## src/rtl/raps_pkg.sv

```systemverilog
// ----------------------------------------------------------------------------
// raps_pkg
// Shared types and constants for the pairwise rare-allele sharing counter.
// ----------------------------------------------------------------------------
package raps_pkg;

  localparam int unsigned THR_W  = 18;
  localparam int unsigned SCNT_W = 9;
  localparam int unsigned BINR_W = 3;
  localparam int unsigned LIK_W  = 16;
  localparam int unsigned RD_W   = 32;
  localparam int unsigned BIN_REGS = 4;
  localparam logic [2:0] NO_BIN = 3'd4;

  typedef enum logic [1:0] {
    ACT_SAMPLE   = 2'd0,
    ACT_RD_PAIR  = 2'd1,
    ACT_RD_BIN   = 2'd2,
    ACT_NONE     = 2'd3
  } action_t;

  typedef enum logic [2:0] {
    REG_THR   = 3'd0,
    REG_NSAMP = 3'd1,
    REG_NBINS = 3'd2,
    REG_BIN_A = 3'd3,
    REG_BIN_B = 3'd4,
    REG_BIN_C = 3'd5,
    REG_BIN_D = 3'd6,
    REG_NONE  = 3'd7
  } reg_idx_t;

  typedef struct packed {
    logic [1:0]  action;
    logic [15:0] lik_hom_ref;
    logic [15:0] lik_het;
    logic [15:0] lik_hom_alt;
    logic [1:0]  bin_select;
    logic [7:0]  row_sample;
    logic [7:0]  col_sample;
  } in_beat_t;

  typedef struct packed {
    logic        result_kind;
    logic [8:0]  site_carriers;
    logic [2:0]  matched_bin;
    logic [31:0] read_value;
  } out_beat_t;

  typedef struct packed {
    logic [THR_W-1:0]  thr;
    logic [SCNT_W-1:0] nsamp;
    logic [BINR_W-1:0] nbins;
    logic [SCNT_W-1:0] bin_a;
    logic [SCNT_W-1:0] bin_b;
    logic [SCNT_W-1:0] bin_c;
    logic [SCNT_W-1:0] bin_d;
  } cfg_regs_t;

endpackage

```

## src/rtl/raps_cfg.sv

```systemverilog
// ----------------------------------------------------------------------------
// raps_cfg
// APB register file for threshold, sample count, bin count and bin values.
// ----------------------------------------------------------------------------
module raps_cfg import raps_pkg::*; #(
  parameter int unsigned AW = 5
) (
  input  logic             clk,
  input  logic             rst_n,
  input  logic             psel,
  input  logic             penable,
  input  logic             pwrite,
  input  logic [AW-1:0]    paddr,
  input  logic [31:0]      pwdata,
  output logic [31:0]      prdata,
  output cfg_regs_t        regs
);

  cfg_regs_t regs_r;
  reg_idx_t  idx;

  assign idx  = reg_idx_t'(paddr[AW-1:2]);
  assign regs = regs_r;

  always_ff @(posedge clk) begin
    if (!rst_n) begin
      regs_r.thr   <= THR_W'(32768);
      regs_r.nsamp <= SCNT_W'(256);
      regs_r.nbins <= BINR_W'(4);
      regs_r.bin_a <= SCNT_W'(2);
      regs_r.bin_b <= SCNT_W'(3);
      regs_r.bin_c <= SCNT_W'(4);
      regs_r.bin_d <= SCNT_W'(5);
    end else if (psel && penable && pwrite) begin
      unique case (idx)
        REG_THR:   regs_r.thr   <= pwdata[THR_W-1:0];
        REG_NSAMP: regs_r.nsamp <= pwdata[SCNT_W-1:0];
        REG_NBINS: regs_r.nbins <= pwdata[BINR_W-1:0];
        REG_BIN_A: regs_r.bin_a <= pwdata[SCNT_W-1:0];
        REG_BIN_B: regs_r.bin_b <= pwdata[SCNT_W-1:0];
        REG_BIN_C: regs_r.bin_c <= pwdata[SCNT_W-1:0];
        REG_BIN_D: regs_r.bin_d <= pwdata[SCNT_W-1:0];
        default: ;
      endcase
    end
  end

  always_comb begin
    unique case (idx)
      REG_THR:   prdata = 32'(regs_r.thr);
      REG_NSAMP: prdata = 32'(regs_r.nsamp);
      REG_NBINS: prdata = 32'(regs_r.nbins);
      REG_BIN_A: prdata = 32'(regs_r.bin_a);
      REG_BIN_B: prdata = 32'(regs_r.bin_b);
      REG_BIN_C: prdata = 32'(regs_r.bin_c);
      REG_BIN_D: prdata = 32'(regs_r.bin_d);
      default:   prdata = '0;
    endcase
  end

endmodule

```

## config.mk

```make
export PLATFORM = sky130hd
export DESIGN_NAME = raps_cfg
export DESIGN_NICKNAME = d
export VERILOG_FILES = /design/src/rtl/raps_pkg.sv /design/src/rtl/raps_cfg.sv
export SDC_FILE = /design/constraint.sdc
export NUM_CORES = 1
export LEC_CHECK = 0
export ABC_AREA = 0
export BUFFER_PORTS_ARGS = -buffer_cell sky130_fd_sc_hd__buf_4
export CAP_MARGIN = 20
export CORE_MARGIN = 2
export CORE_UTILIZATION = 42
export CTS_BUF_LIST = sky130_fd_sc_hd__clkbuf_8 sky130_fd_sc_hd__clkbuf_16
export DETAILED_ROUTE_END_ITERATION = 6
export PLACE_DENSITY_LB_ADDON = 0.3
export SLEW_MARGIN = 20
export SYNTH_ARGS = -nofsm -noshare
export SYNTH_HDL_FRONTEND = slang
export SYNTH_SLANG_ARGS = --single-unit
export TNS_END_PERCENT = 10
```

## constraint.sdc

```tcl
create_clock -name clk -period 1.5 [get_ports clk]
set_input_delay 0.3 -clock clk [delete_from_list [all_inputs] [get_ports clk]]
set_output_delay 0.3 -clock clk [all_outputs]
set_load 0.02 [all_outputs]
```

## Word-level counts from Yosys, hierarchy flattened

Cells that the tools add are included.

| word-level totals | value |
|---|---|
| bits in registers | 66 |
| latch bits | 0 |
| memory bits (writable) | 0 |
| memory bits (read-only) | 0 |
| input port bits | 42 |
| output and inout bits | 98 |
| word-level logic and storage cells | 24 |
| memories kept | 0 |

| operators by class | value |
|---|---|
| $add $sub $neg | 0 |
| $mul | 0 |
| div/mod/pow operators | 0 |
| order comparisons | 0 |
| equal/unequal tests | 6 |
| shifts and indexed selects | 0 |
| multiplexer cells | 1 |
| bitwise logic cells | 0 |
| reductions and logical operators | 10 |

Operator list:

| kind | number |
|---|---|
| 18-bit one-hot mux with 7 select lines | 1 |
| 2-bit AND reduction | 7 |
| 3-bit equality test, second input constant | 3 |
| 3-bit by 2-bit equality test with 1-bit output, second input constant | 2 |
| 3-bit by 1-bit equality test with 1-bit output, second input constant | 1 |
| 3-bit logical NOT | 1 |
| 1-bit logical AND | 2 |

## Longest topological paths before layout

| depth | value |
|---|---|
| depth in word-level cells | 3 |
| depth in mapped cells | 5 |

## Worst setup path after synthesis

No wires, ideal clock.

| timing | value |
|---|---|
| kind | in2out |
| start point | input port paddr[4] |
| end point | output port prdata[2] |
| data arrival time | 1,465 ps |
| data required time | 1,200 ps |
| path slack | -265 ps |
| stages on the path | 5 |
| path buffers | 2 |
| path through | buf_2 -> nor2b_1 -> buf_2 -> a221oi_1 -> a221oi_1 |

| between the ends | value |
|---|---|
| longest elaborated chain between the ends | 2 |
| elaborated cells between the ends (all ways) | 8 |
| those cells by class | eq/ne: 6; mux: 1; reduce/logical: 1 |

RTL lines:

| element | RTL line | text |
|---|---|---|
| from (decl) | raps_cfg.sv:13 | `input logic [AW-1:0] paddr,` |
| 3-bit equality test (tied with other cells) | raps_cfg.sv:49 | `unique case (idx)` |
| 18-bit one-hot mux with 7 select lines * | raps_cfg.sv:49 |  |
| to (decl) | raps_cfg.sv:15 | `output logic [31:0] prdata,` |

Mark *: on every way between the ends. The rest lies on a longest branch, timed or not.

## Final worst setup path

| timing | value |
|---|---|
| start point | register regs_r (netlist bit regs[40]) |
| end point | output port prdata[1] |

| between the ends | value |
|---|---|
| longest elaborated chain between the ends | 1 |

RTL lines:

| element | RTL line | text |
|---|---|---|
| from (decl) | raps_cfg.sv:19 | `cfg_regs_t regs_r;` |
| 18-bit one-hot mux with 7 select lines | raps_cfg.sv:49 |  |

Every way passes these cells.

==> out/metrics.cfg <==
[hold_path]
worstHoldPathType = input pin to register

[critical_path]
crit_path_end_kind = output pin
worstPathRequired_ns = 1.20
cp-start-kind = register
cp_common_cell = a221oi_2
critical_path_class = register to output pin
crit_buf_inv = 1
crit_chain = mux2_2, a221oi_2, a221oi_2, buf_4
cp_slowest_cell = dfxtp_1
max_stage_delay_ns = 0.34
cp_max_fo = 3
worstPathArrival_ns = 1.44
crit_family = flip-flops

[sta]
fin_crit_ns = 1.74
fmax_ghz = 0.574
post-route-period-util_pct = 116
fin_skew_ns = 0
finalHoldViolations = 0
setup_violations = 9
rsz0062_at_grt = true
worst_slack_ns = -0.241
setup-tns-final_ns = -1.66
slew_viol_final = 0

[power_and_ir_drop]
intPower_uw = 2850
p_leak_uw = 0.00217
p_comb_share_pct = 12.4
p_sw_uw = 944
seqPwrFrac_pct = 46.8
irDropWorstVdd_mv = 0.649
p_clk_share_pct = 40.7
total_power_uw = 3800
switching_share_pct = 24.9
power_density_nw_per_um2 = 814

[synthesis]
async_flop_share_pct = 0
synth_area_per_cell_sq_um = 9.30
synth_top_area_cell = dfxtp_1
synth-main-ff-cell = dfxtp_1
netlist_top_cells_area = dfxtp_1 (42%), mux2i_1 (20%), nand2_1 (8.1%)
ys_types = 32
yosysTopAreaCellShare_pct = 42.4
yosys.cell_count.top_type = nand2_1
synth-edff-count = 0
ys_ff_latch = 66
syn-cell-area_sq_um = 3110
syn_inst = 335
yosysWarnings = 0
synth_commonest_cells = nand2_1 (67), dfxtp_1 (66), mux2i_1 (62)
seq_area_frac_synth_pct = 42.4

[global_routing]
antenna_found_initial = 0
grt_pass1_wl_um = 14200
grt_max_degree = 46
grt_pass1_vias = 2839
track_usage_pct = 21.7
overflow = 0

[status]
violations = setup timing
status = finished, violations left

[clock_tree]
root_buffer = clkbuf_8
clk_latency_ns = 0.34
cts_max_path_buffers = 2
clk_pin_slew_worst_paths_ns = 0.07
cts.sinks = 66
numCtsBuffers = 9
htreeDepth = 3
hold_buffers = 0
cts_tree = built

[layout]
fin_area_sq_um = 4670
drive_gt1_share_pct = 44.9
multiInputGateArea_sq_um = 1750
largest_reg_flops = 66
fin_nets = 517
n_antenna_cell = 0
area_delta_synth_final_pct = 49.9
regArea_sq_um = 1340
fillCellCount = 599

[die]
num_rows = 31
die_h_um = 90.1
core-area_sq_um = 7210
fp.dieW_um = 90.1
start_util_pct = 43.2
dieArea_sq_um = 8120
top_level_ports = 140

[drt]
firstDrtPassIters = 4
first_iter_violations = 130
via_per_inst = 5.13
wl_per_cell_um = 15.7
totalWireLength_um = 9090
vias = 2963
drc = 0
antenna_left = 0

[placed_design]
portBuffers = 109
finalWeightedCongestion = 0.798
hpwl_um = 6500
place_area_sq_um = 4230

[job]
cap_violations = 0

tightest hold or removal path, stage by stage:
cell and delay (ns):
buf_4 0.07, nand4_1 0.05, o21ai_0 0.06
routing by layer:
layer,vias up,wire length (um),share of wire [%],global-route usage [%]
met4,0,99,1.1,5.38
met1,1418,4140,46,28.7
li1,1428,-,-,-
met3,12,532,5.9,6.96
met5,-,0,0,0
met2,105,4320,47,34.6
cells in the final DEF, fill, tap and decap left out, drive strengths merged, types with 6 or more instances in the layout:
cell / netlist / final
nor2b: 6 / 6
o21ai: 12 / 12
a221oi: 9 / 9
buf: 27 / 151
nand4: 9 / 9
inv: 9 / 10
and2: 10 / 10
nor2: 9 / 9
conb: 1 / 14
clkbuf: 8 / 12
nand2: 69 / 69
mux2: 8 / 8
dfxtp: 66 / 66
mux2i: 62 / 62
per-stage QoR:
stage / cells / util, % / hold slack (ns) / setup slack (ns)
floorplan: 348 / - / 0.443 / -0.117
global placement: 556 / 58.6 / 0.458 / -0.457
detailed placement: 556 / 58.6 / 0.462 / -0.481
CTS: 573 / 62.5 / 0.165 / -0.253
global route: 578 / 64.7 / 0.169 / -0.293
finish: 578 / 64.7 / 0.178 / -0.241
cells by family (layout without fill, tap and decap cells):
| family | after synthesis | count (layout) | share of synthesized area [%] |
|---|---|---|---|
| other | 1 | 14 | 0.120 |
| and+or+nand+nor | 117 | 117 | 18.2 |
| AOI/OAI and AO/OA | 37 | 37 | 8.76 |
| DFF | 66 | 66 | 42.4 |
| buffers and inverters | 44 | 175 | 7.67 |
| muxes | 70 | 70 | 22.8 |
final cells by class:
class / instances / area share (%)
well taps: 99 / 2.65
flip-flops and latches: 66 / 28.6
clock inverters: 3 / 0.831
repair buffers: 151 / 26.1
multi-input cells: 238 / 37.5
inverters: 9 / 0.724
clock buffers: 12 / 3.54
final timing paths:
check / slack (ns) / cells past startpoint / startpoint / endpoint
setup / recovery: -0.24 / 4 / regs[40] / prdata[1]
hold / removal: 0.18 / 3 / pwdata[16] / regs[64]
setup reg to reg: 0.71 / 3 / regs[28] / regs[28]
hold reg to reg: 0.47 / 2 / regs[29] / regs[29]
power groups by stage:
| stage | registers, uW | clock network (uW) | logic, uW |
|---|---|---|---|
| final | 1780 | 1550 | 473 |
| after global routing | 1780 | 1660 | 503 |
| after CTS | 1780 | 1570 | 440 |
| after detailed placement | 1820 | 0 | 428 |
| after global placement | 1820 | 0 | 423 |
| after floorplan | 1830 | 0 | 248 |
timing repair:
action	in CTS	in global routing
cloned	0	0
resized for setup	15	32
endpoints found under the setup margin	18	18
buffers inserted	2	5
pin swaps	2	7
(Power assumes the default switching activity.)
